===== src/rtl/jsc_ram.sv =====
// Generic single-write, single-read RAM with registered read data.
`timescale 1ns / 1ps

module jsc_ram #(
   parameter int WIDTH = 1,
   parameter int DEPTH = 32
) (
   input  logic                                   clock,
   input  logic                                   wr_en,
   input  logic [(DEPTH > 1 ? $clog2(DEPTH) : 1)-1:0] wr_addr,
   input  logic [WIDTH-1:0]                       wr_data,
   input  logic [(DEPTH > 1 ? $clog2(DEPTH) : 1)-1:0] rd_addr,
   output logic [WIDTH-1:0]                       rd_data
);

   logic [WIDTH-1:0] mem_ff [DEPTH];
   logic [WIDTH-1:0] rd_data_ff;

   always_ff @(posedge clock) begin
      if (wr_en) begin
         mem_ff[wr_addr] <= wr_data;
      end
      rd_data_ff <= mem_ff[rd_addr];
   end

   assign rd_data = rd_data_ff;

endmodule


===== config.mk =====
export PLATFORM = sky130hd
export DESIGN_NAME = jsc_ram
export DESIGN_NICKNAME = d
export VERILOG_FILES = /design/src/rtl/jsc_ram.sv
export SDC_FILE = /design/constraint.sdc
export NUM_CORES = 1
export LEC_CHECK = 0
export BUFFER_PORTS_ARGS = -buffer_cell sky130_fd_sc_hd__buf_4
export CAP_MARGIN = 20
export CORE_MARGIN = 4
export CORE_UTILIZATION = 30
export CTS_BUF_LIST = sky130_fd_sc_hd__clkbuf_8
export DETAILED_ROUTE_END_ITERATION = 12
export PLACE_DENSITY = 0.47
export SLEW_MARGIN = 15
export SYNTH_ARGS = -nofsm -noshare
export SYNTH_HDL_FRONTEND = slang
export SYNTH_SLANG_ARGS = --single-unit

===== constraint.sdc =====
create_clock -name clock -period 1.4 [get_ports clock]
set_input_delay 0.14 -clock clock [delete_from_list [all_inputs] [get_ports clock]]
set_output_delay 0.14 -clock clock [all_outputs]
set_load 0.01 [all_outputs]

==> qor.yml <==
run_status:
  status: "finished clean"
run:
  max_cap_violations: 0
timing:
  rsz0062_at_grt: "false"
  period_share: 0.863
  clock.fmax_ghz: 0.827
  tns_ps: 0
  max_slew_margin: 0.701
  tightest_slew_ps: 447
  slew_viol_final: 0
  period_minus_slack_ps: 1210
  clock_skew_ps: 2.74
  finalHoldViolCount: 0
  finalSetupViolations: 0
grt:
  grt_pass1_wl_um: 5040
  grt_pass1_vias: 967
  track_usage: 0.110
  antenna_found_initial: 0
  grt-ovfl-total: 0
  grt_max_degree: 33
yosys:
  netlist_area_um2: 1520
  seq_area_frac_synth: 0.646
  synth_fp_nets: 133
  avgSynthCellArea_um2: 12.6
  synth.distinct_cells: 21
  synth.ff_latch_count: 33
  synth_warnings: 0
  synthCells: 120
worst_setup_path:
  reg2reg_depth: 5
  path_cells: "mux2i_1 > a22oi_1 > nand4b_1 > a21oi_1 > a311o_1"
  worst_setup_path_start_kind: "register"
  rr_endpoint: "rd_data"
  rrSetupSlack_ps: 190
  r2r_start: "mem_ff[23]"
  cp_data_required_time_ps: 1570
  worst-path-buf-inv: 0
  max_stage_delay_ps: 350
  end_kind: "register"
  arrival_ps: 1380
  cp_top_family: "compound AO/OA/AOI/OAI gates"
  path_class: "reg -> reg"
  worstPathMaxFanout: 1
  critPathSlowestCell: "edfxtp_1"
clock_network:
  cts_made_buffers: 5
  clk_latency_ps: 280
  htree_levels: 2
  clk_pin_slew_worst_paths_ps: 60
  post_cts_buffers: 0
  tritoncts: "yes"
  cts_hold_buf: 0
  root_buffer: "clkbuf_8"
  cts_sinks: 33
  post_cts_resized: 0
  cts_max_path_buffers: 2
cells_and_area:
  nets: 151
  area_delta_synth_final_pct: 15.2
  final_cells: 205
  antennaDiodeCount: 0
  drive_gt1_frac: 0.159
floorplan:
  die_y_um: 79.1
  floorplan.die_area_um2: 6260
  io_pins: 14
  die_w_um: 79.1
  start_util: 0.315
  core_area_um2: 4820
  rows: 25
placed_design:
  post-dp-hpwl_um: 2120
  gp_congestion: 0.711
  portBuffers: 13
  placed_cells: 198
worst_hold_path:
  hold_depth: 4
  min_to: "rd_data"
  holdCritPathClass: "in -> reg"
  min_from: "rd_addr[0]"
drt:
  num_vias: 956
  ant_nets: 0
  drt_iter0_markers: 55
  avgViaCountPerCell: 4.66
  drc: 0
  wire_per_inst_um: 15.3
  drt-total-wl_um: 3140
  first_pass_iters: 4
power:
  irDropWorstVdd_mv: 0.424
  powerDensity_nw_per_um2: 1090
  leakage_uw: 0.000601
Yosys cell counts (all sizes together):
cell,n,area share
nand2b,1,0.0041
and2b,1,0.0049
or3b,3,0.017
edfxtp,32,0.63
nor2,34,0.084
nand4b,1,0.0058
a22oi,4,0.020
a21oi,3,0.0099
buf,2,0.021
nor2b,1,0.0041
dfxtp,1,0.013
or3,1,0.0041
mux2i,16,0.11
nand3b,5,0.025
clkbuf,1,0.0025
a211oi,1,0.0049
nand3,4,0.013
and2,1,0.0041
a311o,1,0.0066
nand2,7,0.017
registers in the layout, indices dropped and copies added (netlist names):
| name | count |
|---|---|
| rd_data | 1 |
| mem_ff | 32 |
worst max-delay path by stage:
stage	slack, ps	to	startpoint	depth (start not counted)
2_1_floorplan	230	mem_ff[20]	wr_addr[0]	3
3_3_place_gp	-3	rd_data	rd_addr[1]	5
3_5_place_dp	10	rd_data	rd_addr[1]	5
4_1_cts	170	rd_data	mem_ff[18]	5
5_1_grt	90	rd_data	mem_ff[31]	5
6_report	190	rd_data	mem_ff[23]	5
area by class of cell:
class                   count  area [um^2]
clock buffers               5         68.8
repair buffers             14          105
flip-flops and latches     33          981
multi-input cells          84          502
clock inverters             2         7.51
fillers                   492         3070
well taps                  67         83.8
worst min-delay path, stage by stage:
cell and delay [ps]:
buf_4 90, nor2b_1 70, nand2_1 60, a311o_1 140
metal layers:
metal / global-route usage / up-vias / wire length (um)
met3: 0.0374 / 6 / 127
li1: - / 473 / -
met5: 0 / - / 0
met1: 0.139 / 459 / 1430
met4: 0.0447 / 0 / 55
met2: 0.173 / 18 / 1530
placed cells by master, fill, tap and decap left out, types with 4 or more instances in the layout:
| cell type | instances |
|---|---|
| buf_4 | 14 |
| edfxtp_1 | 32 |
| nand3b_1 | 5 |
| nand3_1 | 4 |
| clkbuf_8 | 5 |
| mux2i_1 | 16 |
| nand2_1 | 7 |
| nor2_1 | 34 |
| a22oi_1 | 4 |
report_power, final:
group / internal (uW) / switching (uW)
Combinational: 68.7 / 95.5
Sequential: 1100 / 3.37
Clock: 327 / 316
Total: 1490 / 415
kinds of logic (layout without fill, tap and decap cells):
logic type	Yosys count	in the layout	share of synthesized area
simple gates	59	59	0.184
mux	16	16	0.106
buf+inv	3	21	0.0231
compound gates	9	9	0.0412
flops	33	33	0.646
per-stage QoR:
stage	total power, uW	hold slack, ps	worst slack, ps	util	area [um^2]
after floorplan	1210	239	231	-	1520
after global placement	1290	535	-3.07	0.347	1670
after detailed placement	1290	536	11.8	0.347	1670
after CTS	1930	251	175	0.363	1750
after global routing	1990	271	88.0	0.363	1750
final	1910	259	191	0.363	1750
(Power assumes the default switching activity.)
